--- config.mk ---
export PLATFORM = sky130hd
export DESIGN_NAME = timezone_datetime_shift_top
export DESIGN_NICKNAME = d
export VERILOG_FILES = /design/src/rtl/tzds_pkg.sv /design/src/rtl/tzds_calc.sv /design/src/rtl/timezone_datetime_shift_top.sv
export SDC_FILE = /design/constraint.sdc
export NUM_CORES = 1
export LEC_CHECK = 0
export BUFFER_PORTS_ARGS = -buffer_cell sky130_fd_sc_hd__buf_2
export CAP_MARGIN = 20
export CORE_MARGIN = 1
export CORE_UTILIZATION = 53
export CTS_BUF_LIST = sky130_fd_sc_hd__clkbuf_2
export DETAILED_ROUTE_END_ITERATION = 10
export GPL_ROUTABILITY_DRIVEN = 0
export PLACE_DENSITY = 0.83
export SLEW_MARGIN = 20
export SYNTH_ARGS = -nofsm -noshare
export SYNTH_HDL_FRONTEND = slang
export SYNTH_SLANG_ARGS = --single-unit
--- constraint.sdc ---
create_clock -name aclk -period 5.2 [get_ports aclk]
set_input_delay 1.04 -clock aclk [delete_from_list [all_inputs] [get_ports aclk]]
set_output_delay 1.04 -clock aclk [all_outputs]
set_load 0.02 [all_outputs]
--- src/rtl/tzds_pkg.sv ---
// Package for the timezone date and time shift block.
// Holds the date and time record type, field widths, calendar constants and the
// leap year and month length functions. It depends on nothing else.
`default_nettype none

package tzds_pkg;

    localparam int YEAR_W   = 14;
    localparam int MONTH_W  = 4;
    localparam int DAY_W    = 5;
    localparam int HOUR_W   = 5;
    localparam int MINUTE_W = 6;
    localparam int SECOND_W = 6;
    localparam int OFFSET_W = 5;

    // Wide enough for an hour in 0..31 plus an offset in -16..15.
    localparam int HSUM_W = 7;

    localparam logic [MONTH_W-1:0] MONTH_JAN = 4'd1;
    localparam logic [MONTH_W-1:0] MONTH_FEB = 4'd2;
    localparam logic [MONTH_W-1:0] MONTH_APR = 4'd4;
    localparam logic [MONTH_W-1:0] MONTH_JUN = 4'd6;
    localparam logic [MONTH_W-1:0] MONTH_SEP = 4'd9;
    localparam logic [MONTH_W-1:0] MONTH_NOV = 4'd11;
    localparam logic [MONTH_W-1:0] MONTH_DEC = 4'd12;

    localparam logic [HOUR_W-1:0] LAST_HOUR = 5'd23;
    localparam logic [DAY_W-1:0]  FIRST_DAY = 5'd1;

    localparam logic signed [HSUM_W-1:0] HSUM_LAST_HOUR = 7'sd23;
    localparam logic signed [HSUM_W-1:0] HSUM_DAY_HOURS = 7'sd24;

    // Multiplicative inverse of 25 modulo 2**14 and the largest product
    // residue that marks a multiple of 25 (floor((2**14 - 1) / 25)).
    localparam logic [12:0]       INV25     = 13'd7209;
    localparam logic [YEAR_W-1:0] DIV25_MAX = 14'd655;

    typedef struct packed {
        logic [YEAR_W-1:0]   year;
        logic [MONTH_W-1:0]  month;
        logic [DAY_W-1:0]    day;
        logic [HOUR_W-1:0]   hour;
        logic [MINUTE_W-1:0] minute;
        logic [SECOND_W-1:0] second;
    } datetime_t;

    // True when the year is a multiple of 25, by the odd-divisor residue test.
    function automatic logic div_by_25(input logic [YEAR_W-1:0] year);
        logic [26:0] prod;
        prod = 27'(year) * 27'(INV25);
        return prod[YEAR_W-1:0] <= DIV25_MAX;
    endfunction

    // Divisible by 4 and not by 100, or by 400 and not by 3200.
    function automatic logic is_leap(input logic [YEAR_W-1:0] year);
        logic d25;
        d25 = div_by_25(year);
        return ((year[1:0] == 2'd0) && !d25) ||
               ((year[3:0] == 4'd0) && d25 && (year[6:0] != 7'd0));
    endfunction

    function automatic logic [DAY_W-1:0] month_len(input logic [MONTH_W-1:0] month,
                                                  input logic leap);
        logic [DAY_W-1:0] len;
        if (month == MONTH_FEB) begin
            len = leap ? 5'd29 : 5'd28;
        end else if ((month == MONTH_APR) || (month == MONTH_JUN) ||
                     (month == MONTH_SEP) || (month == MONTH_NOV)) begin
            len = 5'd30;
        end else begin
            len = 5'd31;
        end
        return len;
    endfunction

endpackage

`default_nettype wire

--- src/rtl/tzds_calc.sv ---
// Combinational shift of one date and time by the zone offset.
// Checks the date, then carries or borrows across day, month and year.
// Depends on tzds_pkg.
`default_nettype none

module tzds_calc (
    input  tzds_pkg::datetime_t                        dt_in,
    input  logic signed [tzds_pkg::OFFSET_W-1:0]       offset,
    output tzds_pkg::datetime_t                        dt_out,
    output logic                                       bad
);
    import tzds_pkg::*;

    logic                      leap;
    logic [DAY_W-1:0]          cur_len;
    logic [MONTH_W-1:0]        prev_month;
    logic [DAY_W-1:0]          prev_len;
    logic signed [HSUM_W-1:0]  off_ext;
    logic signed [HSUM_W-1:0]  h_sum;
    logic signed [HSUM_W-1:0]  h_wrap;

    // February is only ever looked up in the input's own year, since a
    // borrow into February comes from March of the same year.
    assign leap       = is_leap(dt_in.year);
    assign cur_len    = month_len(dt_in.month, leap);
    assign prev_month = (dt_in.month == MONTH_JAN) ? MONTH_DEC : dt_in.month - 4'd1;
    assign prev_len   = month_len(prev_month, leap);

    assign off_ext = HSUM_W'(offset);
    assign h_sum   = $signed({2'b00, dt_in.hour}) + off_ext;

    always_comb begin
        dt_out = dt_in;
        h_wrap = h_sum;
        bad    = (dt_in.month == 4'd0) || (dt_in.month > MONTH_DEC) ||
                 (dt_in.day == 5'd0) || (dt_in.day > cur_len) ||
                 (dt_in.hour > LAST_HOUR);
        if (!bad) begin
            if (h_sum > HSUM_LAST_HOUR) begin
                h_wrap = h_sum - HSUM_DAY_HOURS;
                if (dt_in.day == cur_len) begin
                    dt_out.day = FIRST_DAY;
                    if (dt_in.month == MONTH_DEC) begin
                        dt_out.month = MONTH_JAN;
                        dt_out.year  = dt_in.year + 14'd1;
                    end else begin
                        dt_out.month = dt_in.month + 4'd1;
                    end
                end else begin
                    dt_out.day = dt_in.day + 5'd1;
                end
            end else if (h_sum < 0) begin
                h_wrap = h_sum + HSUM_DAY_HOURS;
                if (dt_in.day == FIRST_DAY) begin
                    dt_out.month = prev_month;
                    dt_out.day   = prev_len;
                    if (dt_in.month == MONTH_JAN) begin
                        dt_out.year = dt_in.year - 14'd1;
                    end
                end else begin
                    dt_out.day = dt_in.day - 5'd1;
                end
            end
            dt_out.hour = h_wrap[HOUR_W-1:0];
        end
    end

endmodule

`default_nettype wire

--- src/rtl/timezone_datetime_shift_top.sv ---
// Top level of the timezone date and time shift block.
// Holds the offset register, the input and result registers and the handshake.
// Depends on tzds_pkg and tzds_calc.
//
// Usage
// A date and time beat arrives on the s_ channel (valid and ready) and the
// shifted date and time leaves on the m_ channel with a flag for bad input.
// Every beat produces exactly one result beat, in order.
// The offset register is written through cfg_we and cfg_wdata; it holds a
// signed whole number of hours and should only be changed while the block
// holds no beat.
// The beat is caught in the input register at the accepting edge and passes
// through the shift logic into the result register, from which it is offered
// on the m_ channel; that move waits while the result register still holds a
// beat the receiver has not taken. Throughput is one beat per cycle while the
// receiver does not stall, set by the single combinational pass between the
// input and result registers.
// When the receiver stalls, the result register holds its beat and the input
// register may still take one more beat; after that s_ready falls until the
// receiver takes the waiting result.
// Reset (aresetn, synchronous, active low) empties both registers and
// clears the offset to zero hours.
`default_nettype none

module timezone_datetime_shift_top (
    input  logic                                  aclk,
    input  logic                                  aresetn,

    input  logic                                  cfg_we,
    input  logic [tzds_pkg::OFFSET_W-1:0]         cfg_wdata,

    input  logic                                  s_valid,
    output logic                                  s_ready,
    input  logic [tzds_pkg::YEAR_W-1:0]           s_in_year,
    input  logic [tzds_pkg::MONTH_W-1:0]          s_in_month,
    input  logic [tzds_pkg::DAY_W-1:0]            s_in_day,
    input  logic [tzds_pkg::HOUR_W-1:0]           s_in_hour,
    input  logic [tzds_pkg::MINUTE_W-1:0]         s_in_minute,
    input  logic [tzds_pkg::SECOND_W-1:0]         s_in_second,

    output logic                                  m_valid,
    input  logic                                  m_ready,
    output logic [tzds_pkg::YEAR_W-1:0]           m_out_year,
    output logic [tzds_pkg::MONTH_W-1:0]          m_out_month,
    output logic [tzds_pkg::DAY_W-1:0]            m_out_day,
    output logic [tzds_pkg::HOUR_W-1:0]           m_out_hour,
    output logic [tzds_pkg::MINUTE_W-1:0]         m_out_minute,
    output logic [tzds_pkg::SECOND_W-1:0]         m_out_second,
    output logic                                  m_bad_input
);
    import tzds_pkg::*;

    logic signed [OFFSET_W-1:0] offset_reg;

    logic      in_valid_reg;
    datetime_t in_dt_reg;

    logic      out_valid_reg;
    datetime_t out_dt_reg;
    logic      out_bad_reg;

    datetime_t calc_dt;
    logic      calc_bad;
    logic      out_free;
    logic      in_advance;
    logic      s_take;

    // The result register can take a new beat when it is empty or is being
    // emptied this cycle; the input register frees up whenever it hands on.
    assign out_free   = !out_valid_reg || m_ready;
    assign in_advance = in_valid_reg && out_free;
    assign s_ready    = !in_valid_reg || out_free;
    assign s_take     = s_valid && s_ready;

    always_ff @(posedge aclk) begin
        if (!aresetn) begin
            offset_reg <= '0;
        end else if (cfg_we) begin
            offset_reg <= $signed(cfg_wdata);
        end
    end

    always_ff @(posedge aclk) begin
        if (!aresetn) begin
            in_valid_reg <= 1'b0;
        end else if (s_ready) begin
            in_valid_reg <= s_valid;
        end
    end

    always_ff @(posedge aclk) begin
        if (s_take) begin
            in_dt_reg.year   <= s_in_year;
            in_dt_reg.month  <= s_in_month;
            in_dt_reg.day    <= s_in_day;
            in_dt_reg.hour   <= s_in_hour;
            in_dt_reg.minute <= s_in_minute;
            in_dt_reg.second <= s_in_second;
        end
    end

    tzds_calc u_calc (
        .dt_in  (in_dt_reg),
        .offset (offset_reg),
        .dt_out (calc_dt),
        .bad    (calc_bad)
    );

    always_ff @(posedge aclk) begin
        if (!aresetn) begin
            out_valid_reg <= 1'b0;
        end else if (out_free) begin
            out_valid_reg <= in_valid_reg;
        end
    end

    always_ff @(posedge aclk) begin
        if (in_advance) begin
            out_dt_reg  <= calc_dt;
            out_bad_reg <= calc_bad;
        end
    end

    assign m_valid      = out_valid_reg;
    assign m_out_year   = out_dt_reg.year;
    assign m_out_month  = out_dt_reg.month;
    assign m_out_day    = out_dt_reg.day;
    assign m_out_hour   = out_dt_reg.hour;
    assign m_out_minute = out_dt_reg.minute;
    assign m_out_second = out_dt_reg.second;
    assign m_bad_input  = out_bad_reg;

    // A good result always carries a well-formed month, day and hour.
    a_good_result_in_range: assert property (@(posedge aclk) disable iff (!aresetn)
        (out_valid_reg && !out_bad_reg) |->
            (out_dt_reg.month != 4'd0) && (out_dt_reg.month <= MONTH_DEC) &&
            (out_dt_reg.day != 5'd0) && (out_dt_reg.hour <= LAST_HOUR))
        else $error("good result has a date or hour out of range");

    // Back-pressure only when both registers are full and the receiver stalls.
    a_ready_only_when_full: assert property (@(posedge aclk) disable iff (!aresetn)
        !s_ready |-> (in_valid_reg && out_valid_reg && !m_ready))
        else $error("input stalled without a full pipeline");

    // Minute and second travel untouched from the input register.
    a_minute_second_copied: assert property (@(posedge aclk) disable iff (!aresetn)
        in_advance |=> (out_dt_reg.minute == $past(in_dt_reg.minute)) &&
                       (out_dt_reg.second == $past(in_dt_reg.second)))
        else $error("minute or second altered by the shift");

    // With no offset the hour must come out as it went in.
    a_zero_offset_keeps_hour: assert property (@(posedge aclk) disable iff (!aresetn)
        (in_advance && (offset_reg == '0)) |=> (out_dt_reg.hour == $past(in_dt_reg.hour)))
        else $error("hour changed with a zero offset");

endmodule

`default_nettype wire
==> metrics.txt <==
Initial Utilization=54.8%; final worst slack=-358 ps; outcome=complete, but fails checks; Power per Cell Area=276 nW/um^2; launch point of the worst path=in_dt_reg[27]$_DFFE_PP_; Reg clk slew, reported paths=between 200 and 300 ps; routed via count=4618; placed cells=around 760; Die Area=11100 um^2; Critical Path Sink=m_out_day[3]$_DFFE_PP_; Synth Cell Area=5680 um^2; area share of fa/ha/maj cells after synthesis=around 18%; Worst R2R Setup Slack=-360 ps; first-pass GRT wire length=about 21 mm; post-synthesis sequential area ratio=45.3%; GRT Total Usage=approximately 25%; Post-synth EDFFs=81; Detailed Route WL=14.0 mm; Period Utilization, post-route=107%; min-delay worst type=flop to flop; Worst setup EP type=flop; Synth warnings=0; FP Rows=37; reg2reg path depth=23; post-synth cell types=66; post-route antenna net violation count=0; Area growth, synth to finish=24.6%; main flop type after synthesis=edfxtp_1; top post-synthesis cells by area=edfxtp_1 (43%), ha_1 (14%), fa_1 (4.2%); most numerous cell in the Yosys netlist=edfxtp_1; CTS root buffer=clkbuf_2; CTS Sinks=88; GRT Residual Overflow=0; Post-Layout Cell Count=778; Ant. Diodes=0; Setup Skew=28.8 ps; number of synthesized register bits=88; share of the synthesized area in the top cell type=between 40 and 50%; Startpoint Class=flop; largest net degree at the start of global routing=a little over 40; wire per inst=around 18 um; mux share of post-synthesis cell area=~1.6%; die width=106 um; worst slew pin tran=~1000 ps; DIE HEIGHT=106 um; largest family of logic cells by synthesized area=adder cells; layout cell share with drive strength beyond 1=approximately 33%; fillers=around 730; syn_area_per_cell=11.2 um^2; CORE AREA=10400 um^2; worst skew pair latency=630 ps; DRC marker count from the first detailed-route iteration=411; Slew Viols, Final=0; initial antenna violation count=0; # Max-Cap Violations=0; largest fanout on the critical path=8; final hold violation count=0; area share of xor/xnor cells in the synthesized design=5.46%; CTS max path bufs=2; R2R Path End=m_out_day[3]$_DFFE_PP_; DP Wirelength=slightly below 10 mm; clock buffer count from CTS=9; FFs w/ async S/R, synth=0%; most instantiated cells after synthesis=edfxtp_1 (81), ha_1 (62), inv_1 (47), nand2_1 (30); Synth Area in Simple Gates=12.9%; cell count after synthesis=506; TritonRoute pass-1 iters=6; RSZ-0062 raised after global routing=yes; hold buffer count at CTS=0; failing checks=setup timing; Critical R2R Launch=in_dt_reg[27]$_DFFE_PP_; Worst IR Drop VDD=0.125 mV; H-tree depth=3; CP Data Required Time=5610 ps; vias in the first global route=4459; Syn Nets=630; Ports=93; cell taking the most area after synthesis=edfxtp_1; Slew Limit Headroom=29.9%; Layout Utilization=68.3%; CP Class=flop to flop; Layout Nets=761; leakage power=2.97 nW; fin crit period=5560 ps; drc violations=0; fmax=180 MHz; Vias/cell=5.94; Synth Area in Compound Gates=around 12%; setup violators final=26; CP Data Arrival Time=approximately 6000 ps; # port buffers=92; TritonCTS clock tree=built; Largest register FFs=40
## placed cells by master, fill, tap and decap left out, types with 7 or more instances in the layout
master    netlist  final
mux2i_1         9      9
and3_1         11     10
buf_2           1     92
o21ai_0        20     12
fa_1           12     11
nand2_1        30     27
ha_1           62     57
inv_1          47     45
a21oi_1        19     15
nor2_1         27     23
nor3_1          9      7
nand3_1        12     12
clkbuf_2        0     10
o21ai_1         6     12
xnor2_1        27     26
dfxtp_1         7      7
buf_4           0     34
edfxtp_1       81     81
nor2b_1         9      8
## cell type report
class | count | area (um^2) | area share (%)
Clock buffer | 10 | 50.0 | 0.707
Timing Repair Buffer | 134 | 840 | 11.9
Multi-Input combinational cell | 357 | 3210 | 45.4
Inverter | 47 | 181 | 2.56
Tap cell | 136 | 170 | 2.40
Sequential cell | 88 | 2570 | 36.3
Clock inverter | 6 | 53.8 | 0.760
## layer usage
layer	vias to the layer above	routed length, um	global-route usage, %
li1	2134	-	-
met1	2202	5650	30.4
met2	231	6890	40.6
met3	51	946	5.88
met4	0	531	12.1
met5	-	0	0
## report_power, final
group / total [W] / leakage, nW / internal, W / switching (W)
logic: 0.000774 / 2.07 / 0.000346 / 0.000429
clock network: 0.000330 / 0.0646 / 0.0000729 / 0.000257
registers: 0.000850 / 0.833 / 0.000825 / 0.0000252
## worst max-delay path: stages (launching register included)
cell      delay (ps)
edfxtp_1         470
fa_1             630
ha_4             230
ha_4             220
fa_1             530
fa_1             460
ha_4             330
inv_4             40
a21boi_2         110
mux2i_1           80
nor4_1           320
nand3_1          180
a21boi_1         220
o21ai_1          100
ha_1             320
nand2_1           70
o211a_1          150
nor2_4           150
inv_4             90
buf_12           150
buf_6            120
buf_6            130
a31oi_4          140
o22ai_2          100
## worst min-delay path by stage
stage,to,startpoint,depth (start not counted)
2_1_floorplan,m_out_minute[0]$_DFFE_PP_,in_dt_reg[6]$_DFFE_PP_,0
3_3_place_gp,m_out_minute[1]$_DFFE_PP_,in_dt_reg[7]$_DFFE_PP_,0
3_5_place_dp,m_out_minute[3]$_DFFE_PP_,in_dt_reg[9]$_DFFE_PP_,0
4_1_cts,m_out_second[2]$_DFFE_PP_,in_dt_reg[2]$_DFFE_PP_,0
5_1_grt,m_out_second[2]$_DFFE_PP_,in_dt_reg[2]$_DFFE_PP_,0
6_report,m_out_second[2]$_DFFE_PP_,in_dt_reg[2]$_DFFE_PP_,0
## repair_timing
item	in CTS	in global routing
resized for setup	23	48
buffers inserted	2	5
setup endpoints to repair	25	28
pin swaps	14	27
## per-stage QoR
step	cell area, um^2	setup TNS, ps	setup slack, ps	hold WS [ps]	total power, W
after global routing	7080	-12120	-555	454	0.00206
after floorplan	5740	0	19.6	400	0.00132
after CTS	6820	-1700	-144	440	0.00185
final	7080	-6720	-358	431	0.00195
after detailed placement	6610	-3990	-307	407	0.00151
after global placement	6580	-289	-70.9	401	0.00147
## logic make-up after synthesis
family | Yosys count
AO/OA/AOI/OAI | 103
multiplexers | 9
AND/OR/NAND/NOR | 138
XOR/XNOR | 33
buffers and inverters | 61
adder cells (fa/ha/maj) | 74
flip-flops | 88
No activity file was read; power rests on OpenSTA's default activity.
